==> src/hdl/bres_pkg.sv <==
// Shared constants and types for the Bresenham line pixel generator.
package bres_pkg;

   localparam int CFG_WIDTH      = 13;
   localparam int IDX_BITS       = 24;
   localparam int COLOR_BITS     = 32;
   localparam int CSR_ADDR_BITS  = 3;
   localparam int CSR_DATA_BITS  = 32;
   localparam int DEF_MAX_DIM    = 4096;
   localparam int DEF_COORD_BITS = 16;

   localparam logic [CFG_WIDTH-1:0] FRAME_WIDTH_RESET  = 13'd640;
   localparam logic [CFG_WIDTH-1:0] FRAME_HEIGHT_RESET = 13'd480;

   localparam logic FUNC_LOAD = 1'b0;
   localparam logic FUNC_STEP = 1'b1;

   // register select, taken from paddr bit 2
   localparam logic REG_FRAME_WIDTH  = 1'b0;
   localparam logic REG_FRAME_HEIGHT = 1'b1;

   typedef struct packed {
      logic load;
      logic step;
   } step_cmd_type;

   typedef struct packed {
      logic busy;
      logic fin;
   } step_stat_type;

endpackage

==> src/hdl/bres_step.sv <==
// Line state and Bresenham error update for one pixel per step transfer.
module bres_step import bres_pkg::*; #(
   parameter int COORD_BITS = DEF_COORD_BITS
) (
   input  logic                         clock,
   input  logic                         reset,
   input  step_cmd_type                 cmd,
   input  logic signed [COORD_BITS-1:0] start_x,
   input  logic signed [COORD_BITS-1:0] start_y,
   input  logic signed [COORD_BITS-1:0] end_x,
   input  logic signed [COORD_BITS-1:0] end_y,
   input  logic [COLOR_BITS-1:0]        line_color,
   output logic [COORD_BITS-1:0]        cur_x,
   output logic [COORD_BITS-1:0]        cur_y,
   output logic [COLOR_BITS-1:0]        held_color,
   output step_stat_type                stat
);

   localparam int CB = COORD_BITS;

   logic [CB-1:0]        cur_x_ff, cur_x_in, cur_y_ff, cur_y_in;
   logic [CB-1:0]        target_x_ff, target_x_in, target_y_ff, target_y_in;
   logic [CB-1:0]        delta_x_ff, delta_x_in, delta_y_ff, delta_y_in;
   logic                 x_neg_ff, x_neg_in, y_neg_ff, y_neg_in;
   logic signed [CB+1:0] err_ff, err_in;
   logic [COLOR_BITS-1:0] color_ff, color_in;
   logic                 busy_ff, busy_in;

   logic signed [CB:0]   diff_x, diff_y;
   logic [CB-1:0]        load_dx, load_dy;
   logic signed [CB+2:0] e2;
   logic                 step_x, step_y, fin;

   assign fin = (cur_x_ff == target_x_ff) && (cur_y_ff == target_y_ff);

   always_comb begin
      diff_x  = {end_x[CB-1], end_x} - {start_x[CB-1], start_x};
      diff_y  = {end_y[CB-1], end_y} - {start_y[CB-1], start_y};
      load_dx = diff_x[CB] ? CB'(-diff_x) : CB'(diff_x);
      load_dy = diff_y[CB] ? CB'(-diff_y) : CB'(diff_y);

      e2     = $signed({err_ff, 1'b0});
      step_x = e2 > -$signed({3'b000, delta_y_ff});
      step_y = e2 < $signed({3'b000, delta_x_ff});

      cur_x_in    = cur_x_ff;
      cur_y_in    = cur_y_ff;
      target_x_in = target_x_ff;
      target_y_in = target_y_ff;
      delta_x_in  = delta_x_ff;
      delta_y_in  = delta_y_ff;
      x_neg_in    = x_neg_ff;
      y_neg_in    = y_neg_ff;
      err_in      = err_ff;
      color_in    = color_ff;
      busy_in     = busy_ff;

      if (cmd.load) begin
         cur_x_in    = start_x;
         cur_y_in    = start_y;
         target_x_in = end_x;
         target_y_in = end_y;
         delta_x_in  = load_dx;
         delta_y_in  = load_dy;
         x_neg_in    = !(start_x < end_x);
         y_neg_in    = !(start_y < end_y);
         err_in      = $signed({2'b00, load_dx}) - $signed({2'b00, load_dy});
         color_in    = line_color;
         busy_in     = 1'b1;
      end else if (cmd.step && busy_ff) begin
         if (fin) begin
            busy_in = 1'b0;
         end else begin
            err_in = err_ff
                     - (step_x ? $signed({2'b00, delta_y_ff}) : '0)
                     + (step_y ? $signed({2'b00, delta_x_ff}) : '0);
            if (step_x) begin
               cur_x_in = x_neg_ff ? cur_x_ff - CB'(1) : cur_x_ff + CB'(1);
            end
            if (step_y) begin
               cur_y_in = y_neg_ff ? cur_y_ff - CB'(1) : cur_y_ff + CB'(1);
            end
         end
      end
   end

   always_ff @(posedge clock) begin
      if (reset) begin
         busy_ff <= 1'b0;
      end else begin
         busy_ff <= busy_in;
      end
   end

   always_ff @(posedge clock) begin
      cur_x_ff    <= cur_x_in;
      cur_y_ff    <= cur_y_in;
      target_x_ff <= target_x_in;
      target_y_ff <= target_y_in;
      delta_x_ff  <= delta_x_in;
      delta_y_ff  <= delta_y_in;
      x_neg_ff    <= x_neg_in;
      y_neg_ff    <= y_neg_in;
      err_ff      <= err_in;
      color_ff    <= color_in;
   end

   assign cur_x      = cur_x_ff;
   assign cur_y      = cur_y_ff;
   assign held_color = color_ff;
   assign stat.busy  = busy_ff;
   assign stat.fin   = fin;

endmodule

==> src/hdl/bres_pix.sv <==
// Frame clipping and linear index of the current pixel.
module bres_pix import bres_pkg::*; #(
   parameter int COORD_BITS = DEF_COORD_BITS,
   parameter int MAX_DIM    = DEF_MAX_DIM
) (
   input  logic [COORD_BITS-1:0] cur_x,
   input  logic [COORD_BITS-1:0] cur_y,
   input  logic [CFG_WIDTH-1:0]  frame_width,
   input  logic [CFG_WIDTH-1:0]  frame_height,
   output logic                  visible,
   output logic [IDX_BITS-1:0]   pixel_index
);

   localparam int CB       = COORD_BITS;
   localparam int DIM_BITS = $clog2(MAX_DIM + 1);
   localparam int CMP_W    = (CFG_WIDTH > DIM_BITS) ? CFG_WIDTH : DIM_BITS;
   localparam int VIS_W    = (CB > DIM_BITS) ? CB : DIM_BITS;
   localparam int PROD_W   = CB + DIM_BITS + 1;

   logic [DIM_BITS-1:0] clip_w, clip_h;
   logic [PROD_W-1:0]   lin;

   // Clamp frame registers to the largest supported frame
   assign clip_w = (CMP_W'(frame_width) > CMP_W'(MAX_DIM)) ? DIM_BITS'(MAX_DIM)
                                                           : DIM_BITS'(frame_width);
   assign clip_h = (CMP_W'(frame_height) > CMP_W'(MAX_DIM)) ? DIM_BITS'(MAX_DIM)
                                                            : DIM_BITS'(frame_height);

   assign visible = !cur_x[CB-1] && !cur_y[CB-1]
                    && (VIS_W'(cur_x) < VIS_W'(clip_w))
                    && (VIS_W'(cur_y) < VIS_W'(clip_h));

   assign lin = PROD_W'(cur_y) * PROD_W'(clip_w) + PROD_W'(cur_x);

   assign pixel_index = visible ? IDX_BITS'(lin) : '0;

endmodule

==> src/hdl/bresenham_line_pixel_generator.sv <==
// Top level of the Bresenham line pixel generator: config registers and result register.
//
//   port group   dir   carries
//   req_*        in    load (line end points, colour) or step request
//   rsp_*        out   one pixel: coordinates, index, colour, visible, last
//   csr_*        in    frame_width at 0x0, frame_height at 0x4
//
// One transfer per cycle on req when req_tready is high; a step's pixel is in the
// result register the next cycle; the y*width multiply ahead of it is combinational.
// req_tready is low only while a held pixel waits on rsp_tready.
// Reset clears the busy flag, the result valid and restores 640 x 480.
module bresenham_line_pixel_generator import bres_pkg::*; #(
   parameter int MAX_DIM    = DEF_MAX_DIM,
   parameter int COORD_BITS = DEF_COORD_BITS,
   localparam int REQ_TDATA_W = ((4 * COORD_BITS + COLOR_BITS + 7) / 8) * 8,
   localparam int RSP_TDATA_W = ((2 * COORD_BITS + IDX_BITS + COLOR_BITS + 7) / 8) * 8
) (
   input  logic                     clock,
   input  logic                     reset,
   // start_x, start_y, end_x, end_y, line_color (low to high)
   input  logic [REQ_TDATA_W-1:0]   req_tdata,
   // func
   input  logic                     req_tuser,
   input  logic                     req_tvalid,
   output logic                     req_tready,
   // pixel_x, pixel_y, pixel_index, pixel_color (low to high)
   output logic [RSP_TDATA_W-1:0]   rsp_tdata,
   // visible
   output logic                     rsp_tuser,
   output logic                     rsp_tlast,
   output logic                     rsp_tvalid,
   input  logic                     rsp_tready,
   input  logic                     csr_psel,
   input  logic                     csr_penable,
   input  logic                     csr_pwrite,
   input  logic [CSR_ADDR_BITS-1:0] csr_paddr,
   input  logic [CSR_DATA_BITS-1:0] csr_pwdata,
   output logic [CSR_DATA_BITS-1:0] csr_prdata,
   output logic                     csr_pready
);

   localparam int CB = COORD_BITS;

   logic [CFG_WIDTH-1:0]  width_ff, width_in, height_ff, height_in;
   logic                  csr_wr;

   logic                  req_fire;
   step_cmd_type          cmd;
   step_stat_type         stat;
   logic [CB-1:0]         cur_x, cur_y;
   logic [COLOR_BITS-1:0] held_color;
   logic                  vis;
   logic [IDX_BITS-1:0]   idx;

   logic                  rsp_valid_ff, rsp_valid_in;
   logic [CB-1:0]         px_ff, py_ff;
   logic [IDX_BITS-1:0]   idx_ff;
   logic [COLOR_BITS-1:0] color_ff;
   logic                  vis_ff, last_ff;

   // configuration port
   assign csr_pready = 1'b1;
   assign csr_wr     = csr_psel && csr_penable && csr_pwrite && csr_pready;

   always_comb begin
      width_in  = width_ff;
      height_in = height_ff;
      if (csr_wr) begin
         case (csr_paddr[2])
            REG_FRAME_WIDTH:  width_in  = csr_pwdata[CFG_WIDTH-1:0];
            REG_FRAME_HEIGHT: height_in = csr_pwdata[CFG_WIDTH-1:0];
            default: ;
         endcase
      end
   end

   always_comb begin
      case (csr_paddr[2])
         REG_FRAME_WIDTH:  csr_prdata = CSR_DATA_BITS'(width_ff);
         REG_FRAME_HEIGHT: csr_prdata = CSR_DATA_BITS'(height_ff);
         default:          csr_prdata = '0;
      endcase
   end

   always_ff @(posedge clock) begin
      if (reset) begin
         width_ff  <= FRAME_WIDTH_RESET;
         height_ff <= FRAME_HEIGHT_RESET;
      end else begin
         width_ff  <= width_in;
         height_ff <= height_in;
      end
   end

   // input handshake
   assign req_tready = !rsp_valid_ff || rsp_tready;
   assign req_fire   = req_tvalid && req_tready;
   assign cmd.load   = req_fire && (req_tuser == FUNC_LOAD);
   assign cmd.step   = req_fire && (req_tuser == FUNC_STEP);

   bres_step #(
      .COORD_BITS (COORD_BITS)
   ) u_step (
      .clock      (clock),
      .reset      (reset),
      .cmd        (cmd),
      .start_x    (req_tdata[CB-1:0]),
      .start_y    (req_tdata[2*CB-1:CB]),
      .end_x      (req_tdata[3*CB-1:2*CB]),
      .end_y      (req_tdata[4*CB-1:3*CB]),
      .line_color (req_tdata[4*CB+COLOR_BITS-1:4*CB]),
      .cur_x      (cur_x),
      .cur_y      (cur_y),
      .held_color (held_color),
      .stat       (stat)
   );

   bres_pix #(
      .COORD_BITS (COORD_BITS),
      .MAX_DIM    (MAX_DIM)
   ) u_pix (
      .cur_x        (cur_x),
      .cur_y        (cur_y),
      .frame_width  (width_ff),
      .frame_height (height_ff),
      .visible      (vis),
      .pixel_index  (idx)
   );

   // result register: load on every free slot, hold while stalled
   assign rsp_valid_in = req_tready ? (cmd.step && stat.busy) : rsp_valid_ff;

   always_ff @(posedge clock) begin
      if (reset) begin
         rsp_valid_ff <= 1'b0;
      end else begin
         rsp_valid_ff <= rsp_valid_in;
      end
   end

   always_ff @(posedge clock) begin
      if (req_tready) begin
         px_ff    <= cur_x;
         py_ff    <= cur_y;
         idx_ff   <= idx;
         color_ff <= held_color;
         vis_ff   <= vis;
         last_ff  <= stat.fin;
      end
   end

   assign rsp_tvalid = rsp_valid_ff;
   assign rsp_tdata  = RSP_TDATA_W'({color_ff, idx_ff, py_ff, px_ff});
   assign rsp_tuser  = vis_ff;
   assign rsp_tlast  = last_ff;

   // a step on an active line always yields a pixel next cycle
   a_step_gives_pixel: assert property (@(posedge clock) disable iff (reset)
      (cmd.step && stat.busy) |=> rsp_tvalid)
      else $error("step on active line produced no pixel");

   // the end-point pixel returns the rasterizer to idle
   a_last_ends_line: assert property (@(posedge clock) disable iff (reset)
      (cmd.step && stat.busy && stat.fin) |=> !stat.busy)
      else $error("line still busy after end-point pixel");

   // a load starts a line and never emits a pixel by itself
   a_load_no_pixel: assert property (@(posedge clock) disable iff (reset)
      cmd.load |=> (stat.busy && !$rose(rsp_tvalid)))
      else $error("load misbehaved");

   // clipped pixels carry a zero index
   a_clip_index: assert property (@(posedge clock) disable iff (reset)
      (rsp_tvalid && !rsp_tuser) |-> (idx_ff == '0))
      else $error("invisible pixel with nonzero index");

endmodule

==> config.mk <==
export PLATFORM = sky130hd
export DESIGN_NAME = bresenham_line_pixel_generator
export DESIGN_NICKNAME = d
export VERILOG_FILES = /design/src/hdl/bres_pkg.sv /design/src/hdl/bres_step.sv /design/src/hdl/bres_pix.sv /design/src/hdl/bresenham_line_pixel_generator.sv
export SDC_FILE = /design/constraint.sdc
export NUM_CORES = 1
export LEC_CHECK = 0
export ABC_CLOCK_PERIOD_IN_PS = 7400
export BUFFER_PORTS_ARGS = -buffer_cell sky130_fd_sc_hd__buf_2
export CAP_MARGIN = 20
export CORE_ASPECT_RATIO = 1.75
export CORE_MARGIN = 4
export CORE_UTILIZATION = 45
export CTS_BUF_LIST = sky130_fd_sc_hd__clkbuf_4 sky130_fd_sc_hd__clkbuf_8
export DETAILED_ROUTE_END_ITERATION = 10
export GPL_TIMING_DRIVEN = 0
export PLACE_DENSITY = 0.72
export SLEW_MARGIN = 20
export SYNTH_ARGS = -nofsm -noshare
export SYNTH_HDL_FRONTEND = slang
export SYNTH_HIERARCHICAL = 1
export SYNTH_SLANG_ARGS = --single-unit
==> constraint.sdc <==
create_clock -name clock -period 7.4 [get_ports clock]
set_input_delay 0.74 -clock clock [delete_from_list [all_inputs] [get_ports clock]]
set_output_delay 0.74 -clock clock [all_outputs]
set_load 0.05 [all_outputs]
==> results of run 1 <==
## worst max path at each step
stage                        end  slack (ns)  depth (start not counted)
6_report              idx_ff[23]        0.28                         22
3_5_place_dp          idx_ff[22]       -0.22                         23
5_1_grt        u_step/err_ff[12]       -0.01                         25
4_1_cts               idx_ff[22]        0.02                         23
3_3_place_gp    u_step/err_ff[0]       -2.55                          8
2_1_floorplan   u_step/err_ff[0]        0.48                          7
## synthesized netlist by cell type, drive strengths merged, types with 5 or more instances
| library cell | count | share of area (%) |
|---|---|---|
| nand4 | 16 | 0.44 |
| xnor2 | 94 | 3.4 |
| o21ai | 88 | 1.8 |
| a21oi | 90 | 1.9 |
| a21boi | 6 | 0.19 |
| and2 | 106 | 2.7 |
| and4 | 5 | 0.19 |
| buf | 32 | 1.0 |
| ha | 224 | 12 |
| edfxtp | 238 | 30 |
| a211oi | 23 | 0.76 |
| dfxtp | 28 | 2.3 |
| a21o | 44 | 1.4 |
| nor2 | 128 | 2.0 |
| and3 | 10 | 0.26 |
| o21a | 24 | 0.75 |
| or2 | 8 | 0.21 |
| clkbuf | 57 | 0.89 |
| nand2 | 236 | 3.7 |
| o21bai | 8 | 0.25 |
| o22ai | 6 | 0.16 |
| or3 | 16 | 0.42 |
| inv | 354 | 5.5 |
| o211ai | 8 | 0.25 |
| mux2i | 29 | 1.2 |
| a311oi | 10 | 0.39 |
| mux2 | 14 | 0.65 |
| a31oi | 17 | 0.44 |
| fa | 179 | 15 |
| nand2b | 43 | 1.1 |
| o31ai | 20 | 0.66 |
| nor4 | 20 | 0.52 |
| nor3 | 45 | 0.95 |
| nand3 | 32 | 0.66 |
| xor2 | 83 | 3.0 |
| nor2b | 33 | 0.89 |
| o31a | 6 | 0.22 |
## power groups by stage
stage                     Clock, mW  Combinational (mW)  Sequential [mW]
after floorplan                   0                3.54             2.16
after global placement            0                4.69             2.15
after detailed placement          0                4.82             2.14
after CTS                      1.52                4.86             2.11
after global routing           1.59                5.49             2.13
final                          1.49                4.96             2.12
## cell families after synthesis
group / count (synthesis)
other cells: 2
simple gates: 718
compound gates: 393
flops: 266
buf+inv: 443
fa+ha+maj: 403
mux: 43
xor+xnor: 177
## final cells by class
class / instances / area [um^2] / share of cell area [%]
buffer: 89 / 478 / 1.75
timing repair buffer: 225 / 1190 / 4.35
clock inverter: 22 / 294 / 1.08
inverter: 354 / 1330 / 4.87
antenna: 3 / 7.51 / 0.0275
multi-input combinational: 1754 / 14800 / 54.1
tap: 684 / 856 / 3.13
sequential: 266 / 7710 / 28.2
clock buffer: 55 / 676 / 2.47
## state kept, by name, summed over array words and instances (netlist names), 13 cells and up
register            count
color_ff               32
height_ff              13
idx_ff                 24
px_ff                  16
py_ff                  16
u_step/cur_x           16
u_step/cur_y           16
u_step/delta_x_ff      16
u_step/delta_y_ff      16
u_step/err_ff          18
u_step/held_color      32
u_step/target_x_ff     16
u_step/target_y_ff     16
width_ff               13
## per-layer routing
metal | vias up | GRT usage [%] | routed length, um
li1 | 8819 | - | -
met5 | - | 0 | 0
met1 | 9401 | 25.0 | 24100
met4 | 0 | 20.8 | 7260
met2 | 786 | 47.0 | 39200
met3 | 308 | 3.72 | 3970
## what timing repair did
action                     CTS  global route
hold buffers                 0             0
pin swaps                    0             0
setup endpoints to repair    5             7
hold endpoints to repair     0             0
gates resized for setup      4            24
## critical path, stage by stage, from the launching register on
cell and delay, ns:
sky130_fd_sc_hd__dfxtp_1 0.47, sky130_fd_sc_hd__nor2b_1 0.18, sky130_fd_sc_hd__clkbuf_1 0.44, sky130_fd_sc_hd__clkbuf_2 0.36, sky130_fd_sc_hd__nand2_1 0.12, sky130_fd_sc_hd__fa_1 0.53, sky130_fd_sc_hd__fa_1 0.52, sky130_fd_sc_hd__inv_1 0.05
sky130_fd_sc_hd__fa_1 0.47, sky130_fd_sc_hd__fa_1 0.53, sky130_fd_sc_hd__fa_1 0.54, sky130_fd_sc_hd__inv_1 0.05, sky130_fd_sc_hd__fa_1 0.50, sky130_fd_sc_hd__inv_1 0.05, sky130_fd_sc_hd__ha_1 0.36, sky130_fd_sc_hd__a21o_1 0.21
sky130_fd_sc_hd__a21o_1 0.17, sky130_fd_sc_hd__a21o_1 0.20, sky130_fd_sc_hd__o2bb2ai_1 0.24, sky130_fd_sc_hd__o41ai_4 0.38, sky130_fd_sc_hd__a21oi_2 0.09, sky130_fd_sc_hd__or3_1 0.35, sky130_fd_sc_hd__a21oi_1 0.14
## metrics by stage
step                setup slack [ns]  instance area [um^2]
floorplan                      0.479                 24200
global placement               -2.55                 26200
detailed placement            -0.223                 26300
CTS                           0.0239                 27300
global route                 -0.0130                 27300
finish                         0.279                 27300
==> results, run 1 <==
- The flow ran to the end, and the final reports show no timing, DRC or antenna violations.
- Power comes to 8.57 mW.
- The via count of the first global-routing pass was 20700.
- The first global-routing pass estimated 113 mm of wire.
- The internal portion of total power is 4.74 mW.
- The clock network accounts for 17.4% of the total power.
- The routability congestion estimate from global placement is 1.03.
- For the pin with the worst max-slew slack, the measured transition is 1.09 ns.
- The synthesized flop and latch total is 266.
- Summing the areas of all and, or, nand and nor instances in the mapped netlist gives 14.7% of the synthesized area.
- The global-route congestion overflow total is 0.
- The global routing usage summed across all routing layers is 25.6%.
- Summing the areas of all xor and xnor instances in the mapped netlist gives 6.42% of the synthesized area.
- Of the cells placed in the final design, the portion with a size suffix greater than 1 is 14.2%.
- The critical path startpoint is width_ff[5].
- The worst setup path is launched from a flop.
- The post-CTS setup-driven buffer insertion count is 0.
- The mux cell area share after synthesis is 1.85%.
- The H-tree generated during clock tree synthesis spans 2 levels.
- Entering global routing, the biggest net connects 60 pins.
- STA puts the critical path data required time at 7.84 ns.
- The remaining design rule violation count is 0.
- The worst register-to-register path has a setup slack of 0.28 ns.
- In this run the remaining antenna-violating nets after routing total 0.
- Counting instances, the worst hold path has a depth of 1.
- Along the worst path, the maximum fanout reaches 10.
- From left edge to right edge, the die measures 183 um.
- The total wire length after detailed routing is 74.5 mm.
- The endpoint of the worst-slack reg-to-reg timing path is idx_ff[23].
- In this run the clock root is driven by a sky130_fd_sc_hd__clkbuf_8.
- Across the routed clock network, the largest skew measured is 0.0604 ns.
- The analysis attributes to cell leakage a power of 12.5 nW.
- Counting along the longest clock path gives a buffer depth of 3.
- Per report_power, the combinational group accounts for 57.9% of the total.
- The total number of yosys warnings is 6.
- In this run the worst hold path is classified as input pin to flop.
- The library cells used most frequently in the layout, excluding fill and tap cells, are sky130_fd_sc_hd__inv_1 (354), sky130_fd_sc_hd__edfxtp_1 (238), sky130_fd_sc_hd__nand2_1 (236).
- The number of clock buffers added by TritonCTS is 42.
- For this run, the post-layout net count is 3274.
- Summing the areas of all compound-gate instances in the mapped netlist gives 11.2% of the synthesized area.
- The commonest non-fill, non-tap cell in the layout is sky130_fd_sc_hd__inv_1.
- The sink count of the clock tree is 266.
- Summed over all failing endpoints, the final setup total negative slack is 0 ns.
- The per-cell via count in the routed design is 5.60.
- The number of different library cells in the post-synthesis netlist is 89.
- The worst pin sits at a relative slew slack of 26.7%.
- Once the floorplan was initialized, standard cells occupied 45.4% of the core.
- The number of enable-type register cells in the synthesized netlist is 238.
- The detailed router finished its first iteration with 1024 violations.
- The final critical path takes up 96.2% of the cycle.
- Summing every instance area after synthesis gives 24200 um^2.
- The floorplan core area is 53300 um^2.
- The length of the first detailed-routing pass in iterations is 5.
- Per report_power, the sequential group accounts for 24.7% of the total.
- The filler cells instantiated in the layout total 4975.
- The count of mapped cells out of synthesis is 2445.
- After clock tree synthesis, the clock-pin slew on the worst setup and hold paths is 0.07 ns.
- The clock tree from TritonCTS is yes.
- The final number of max-transition violations was 0.
- The average routed wire per standard cell is 21.6 um.
- After legalization and detailed placement, the total HPWL measured 61.0 mm.
- The number of cells in the finished layout apart from fillers is 3452.
- The count of buffers added on input and output ports is 221.
- The depth of the most critical reg-to-reg path is 22.
- The number of hold-slack violations in the final timing report is 0.
- The worst hold slack across all endpoints is 0.308 ns.
- The cell area power density is 314 nW/um^2.
- The final critical delay including setup and external delays is 7.12 ns.
- The total die area is 57600 um^2.
- The type of destination of the critical path is a flop.
- The mean area per synthesized cell is 9.88 um^2.
- The highest clock rate is 140 MHz.
- The largest voltage drop on the vdd net is 0.283 mV.
- The worst hold path terminates at u_step/held_color[28].
- The die height is 315 um.
- By startpoint and endpoint, the worst setup path is classified as flop to flop.
- The floorplan row count is 112.
- Summing the areas of all fa, ha and maj instances in the mapped netlist gives 26.4% of the synthesized area.
- The initial antenna violation count is 2.
- The number of violations of the max-capacitance limit is 0.
- The startpoint identified for the worst register-to-register timing path is width_ff[5].
- The critical hold path startpoint is req_tdata[92].
- The switching component of the power is 3.82 mW.
- The main combinational cell family by area after synthesis is adder cells.
- At the end of the flow the core is filled with cells to 51.3%.
- In the synthesized netlist the dominant register cell turns out to be sky130_fd_sc_hd__edfxtp_1.
- Counting tap cells, the placed design contains a total of 3372 instances.
- Compared with the post-synthesis result, the final layout area differs by 13.0%.
- The number of placed I/O pins is 264.
- For this run, the register share of the synthesized area comes to 31.9%.
- Net switching is 44.6% of the power.
- The data arrival time of the critical path is 7.56 ns.
- In the synthesized netlist the async set-or-reset flop fraction comes to 0%.
- Setup violations remaining at the end of the flow were counted as 0.
- The detailed-route via count is 19300.
- For the worst-skew pair, the clock arrives at the later sink with an insertion delay of 0.61 ns.
Power figures use the tool's default switching activity.
==> run 2: changes to the inputs <==
--- a/config.mk
+++ b/config.mk
@@ -5,6 +5,7 @@
 export SDC_FILE = /design/constraint.sdc
 export NUM_CORES = 1
 export LEC_CHECK = 0
+export ABC_AREA = 1
 export ABC_CLOCK_PERIOD_IN_PS = 7400
 export BUFFER_PORTS_ARGS = -buffer_cell sky130_fd_sc_hd__buf_2
 export CAP_MARGIN = 20
==> run 2 against run 1 <==
Synthesized cell count is 28% higher. Worst hold slack better by 0.016 ns. Sequential power is 3% lower. Register-to-register slack improved by 0.22 ns. Sequential share of layout area down 0.96 points. Clock skew decreased by 0.049 ns. Power rose by 1.3%. Critical endpoint is now idx_ff[19]. Critical path depth is 9 higher. Global-route usage down 0.63 points.
==> results, run 2 <==
- The initial standard-cell utilization of the core is 45.6% (+0.20 points).
- The final worst clock skew was 0.0110 ns (-0.0494 ns).
- The leading cell type by number of instances after synthesis is sky130_fd_sc_hd__nand2_1.
- The remaining design rule violation count is 0 (unchanged).
- The worst hold slack across all endpoints was 0.323 ns (+0.0159 ns).
- The floorplan row count was 114 (+1.8%).
- The floorplan core area is 55500 um^2 (+4.2%).
- The global-route congestion overflow total is 0 (unchanged).
- The total standard cell area after synthesis is 25300 um^2 (+4.7%).
- The number of hold-slack violations in the final timing report is 0 (unchanged).
- The initial antenna violation count is 3 (+1).
- The mean area per synthesized cell came to 8.08 um^2 (-18%).
- The clock tree from TritonCTS is yes.
- The largest voltage drop on the vdd net is 0.239 mV (-16%).
- The number of placed I/O pins came to 264 (unchanged).
- The average routed wire per standard cell was 18.6 um (-14%).
- The critical path startpoint is width_ff[12].
- The detailed-route via count is 21700 (+12%).
- The insertion delay of the later-clocked pin in the worst-skew pair is 0.59 ns (-0.02 ns).
- The switching component of the power is 4.26 mW (+11%).
- The least setup slack across all paths after layout is 0.495 ns (+0.216 ns).
- The placed instance area is 27500 um^2 (+4.5%).
- The die width is 187 um (+2.2%).
- The final number of max-transition violations is 0 (unchanged).
- The leakage dissipation is 14.5 nW (+16%).
- Setup repair after global routing left no endpoint under its margin.
- The termination of the worst setup path is idx_ff[19].
- The via count of the first global-routing pass was 22400 (+8.3%).
- The library cell used most frequently in the layout, excluding fill and tap cells, is sky130_fd_sc_hd__nand2_1.
- The sink count of the clock tree is 266 (unchanged).
- The peak fanout along the critical path is 10 (unchanged).
- The flow ran to the end, and the final reports show no timing, DRC or antenna violations.
- The final critical delay including setup and external delays is 6.91 ns (-0.216 ns).
- The final layout net count was 3957 (+21%).
- The proportion of power drawn by flip-flops and latches came to 23.7% (-1.0 points).
- The final critical-path share of the clock period was 93.3% (-2.9 points).
- The transition time at the pin with the least slew margin is 0.979 ns (-0.112 ns).
- In this run the critical register-to-register path is captured at idx_ff[19].
- The net switching fraction of the power is 49.1% (+4.4 points).
- The root buffer cell chosen for the clock tree is sky130_fd_sc_hd__clkbuf_8.
- The global routing usage summed across all routing layers is 24.9% (-0.63 points).
- The wire length of the first global-routing pass came to 117 mm (+3.2%).
- The detailed router's first-iteration violation count is 1267 (+24%).
- The share of post-route cells with drive strength above 1 was 13.4% (-0.86 points).
- The sequential share of the synthesized area is 30.5% (-1.4 points).
- The data required time at the worst endpoint is 7.74 ns (-0.10 ns).
- The maximum level of the CTS H-tree was 2 (unchanged).
- Counting stages on the worst path, the most repeated cell is sky130_fd_sc_hd__inv_1.
- By area the synthesized netlist is led by sky130_fd_sc_hd__edfxtp_1 (28%), sky130_fd_sc_hd__fa_1 (14%), sky130_fd_sc_hd__ha_1 (11%).
- The data arrival time of the critical path was 7.25 ns (-0.31 ns).
- The cell area power density is 307 nW/um^2 (-2.1%).
- The clock transition at the register clock pins on the worst setup and hold paths after CTS came to 0.07 ns (about the same).
- The post-CTS setup-driven buffer insertion count is 0 (unchanged).
- The depth of the most critical reg-to-reg path was 31 (+41%).
- The routability congestion estimate from global placement is 1.01 (-1.9%).
- Among all stages on the critical path, the largest delay is contributed by sky130_fd_sc_hd__fa_1.
- The total die area is 60200 um^2 (+4.5%).
- The number of setup violations in the final report was 0 (unchanged).
- The per-cell via count in the routed design is 5.24 (-6.3%).
- The highest cell delay on the worst timing path is 0.56 ns (+0.02 ns).
- The type of the worst min-delay path is input pin to flop.
- The count of mapped cells out of synthesis is 3128 (+28%).
- The biggest area contributor in the post-synthesis netlist is sky130_fd_sc_hd__edfxtp_1.
- The share of synthesized registers carrying an async set or reset was 0% (unchanged).
- The number of routed nets with antenna violations came to 0 (unchanged).
- The half-perimeter wire length of the detailed placement result is 64.6 mm (+5.9%).
- The total wire length after detailed routing came to 77.0 mm (+3.3%).
- The number of enable-type register cells in the synthesized netlist is 238 (unchanged).
- The commonest cells after synthesis are sky130_fd_sc_hd__nand2_1 (734), sky130_fd_sc_hd__inv_1 (592), sky130_fd_sc_hd__nor2_1 (299).
- The startpoint identified for the worst register-to-register timing path is width_ff[12].
- The worst max-slew margin expressed relative to the limit is 34.8% (+8.0 points).
- The setup slack of the most critical reg-to-reg path came to 0.49 ns (+0.22 ns).
- The total clock buffers created by CTS is 40 (-4.8%).
- The combinational share of power is 62.1% (+4.2 points).
- The cts-stage hold buffer count was 0 (unchanged).
- The die height is 322 um (+2.2%).
- The length of the first detailed-routing pass in iterations is 6 (+1).
- The type of destination of the critical path is a flop.
- The number of port buffers is 221 (unchanged).
- The maximum clock insertion buffer count is 3 (unchanged).
- The number of cells in the finished layout apart from fillers is 4143 (+20%).
- The highest clock rate is 145 MHz (+3.1%).
- The number of cells upsized or downsized after cts is 0 (-4).
- The area share of the largest cell type after synthesis is 28.3% (-1.3 points).
- The number of different library cells in the post-synthesis netlist is 58 (-35%).
- The area growth from synthesis to layout is 11.8%.
- The total chip power is 8.68 mW (+1.3%).
- The total number of yosys warnings is 6 (unchanged).
- The number of violations of the max-capacitance limit was 0 (unchanged).
- The worst setup path is launched from a flop.
- Among all flip-flop cells after synthesis, the most frequent one is sky130_fd_sc_hd__edfxtp_1.
- The final design utilization was 51.0% (-0.33 points).
- The setup TNS is 0 ns (unchanged).
- The kind of critical path is flop to flop.
- The top cell types in the final layout, fill and taps aside, are sky130_fd_sc_hd__nand2_1 (734), sky130_fd_sc_hd__inv_1 (591), sky130_fd_sc_hd__nor2_1 (298).
- The total placed cells including tap cells is 4069 (+21%).
- The worst setup timing slack at the placement stage is 0.381 ns (+0.604 ns).
- The final non-filler cell area came to 28300 um^2 (+3.5%).
- The pin count of the biggest net entering global routing is 57 (-5.0%).
- The internal portion of total power was 4.42 mW (-6.8%).
- The portion of total power attributed to the clock network is 14.2% (-3.2 points).
- The synthesized flop and latch total came to 266 (unchanged).
## run 2: worst min-delay path by stage
| stage | start | endpoint | cells after the start |
|---|---|---|---|
| finish | req_tdata[81] | u_step/held_color[17] | 1 |
| global placement | u_step/held_color[22] | color_ff[22] | 0 |
| global route | req_tdata[65] | u_step/held_color[1] | 1 |
| floorplan | u_step/held_color[0] | color_ff[0] | 0 |
| detailed placement | u_step/held_color[5] | color_ff[5] | 0 |
| CTS | req_tdata[73] | u_step/held_color[9] | 1 |
## run 2: final cells by class
class / count / area [um^2]
buffer: 75 / 445
timing repair buffer: 227 / 1230
antenna: 3 / 7.51
clock buffer: 55 / 682
fill: 5295 / 27200
sequential: 266 / 7710
inverter: 609 / 2290
clock inverter: 16 / 110
multi-input combinational: 2196 / 14900
tap: 696 / 871
## run 2: kinds of logic after synthesis
family,count (synthesis),share of synthesized area [%]
AOI/OAI and AO/OA,320,7.01
xor gates and xnor gates,87,3.19
adders and majority gates,403,25.3
buffers and inverters,684,10.8
DFF,266,30.5
other,2,0.0297
and+or+nand+nor,1366,23.2
## run 2: power groups by stage
stage	sequential (mW)	clock (mW)	combinational, mW
floorplan	2.12	0	3.82
global placement	2.09	0	5.25
detailed placement	2.09	0	5.32
CTS	2.06	1.27	5.36
global route	2.07	1.32	6.06
finish	2.06	1.23	5.39
## run 2: layer usage
metal	vias to the layer above	track usage [%]	wire length (um)	share of wire [%]
met4	0	22.3	8280	11
met3	334	2.81	3550	4.6
met5	-	0	0	0
met1	10200	23.5	25000	32
li1	10500	-	-	-
met2	758	47.0	40200	52
## run 2: worst max-delay path, delay by kind of cell (launching register included)
kind | cells | cell delay [ns]
DFF | 1 | 0.52
and+or+nand+nor | 10 | 1.05
buffers and inverters | 10 | 1.00
adders and majority gates | 7 | 3.41
AOI/OAI and AO/OA | 4 | 0.67
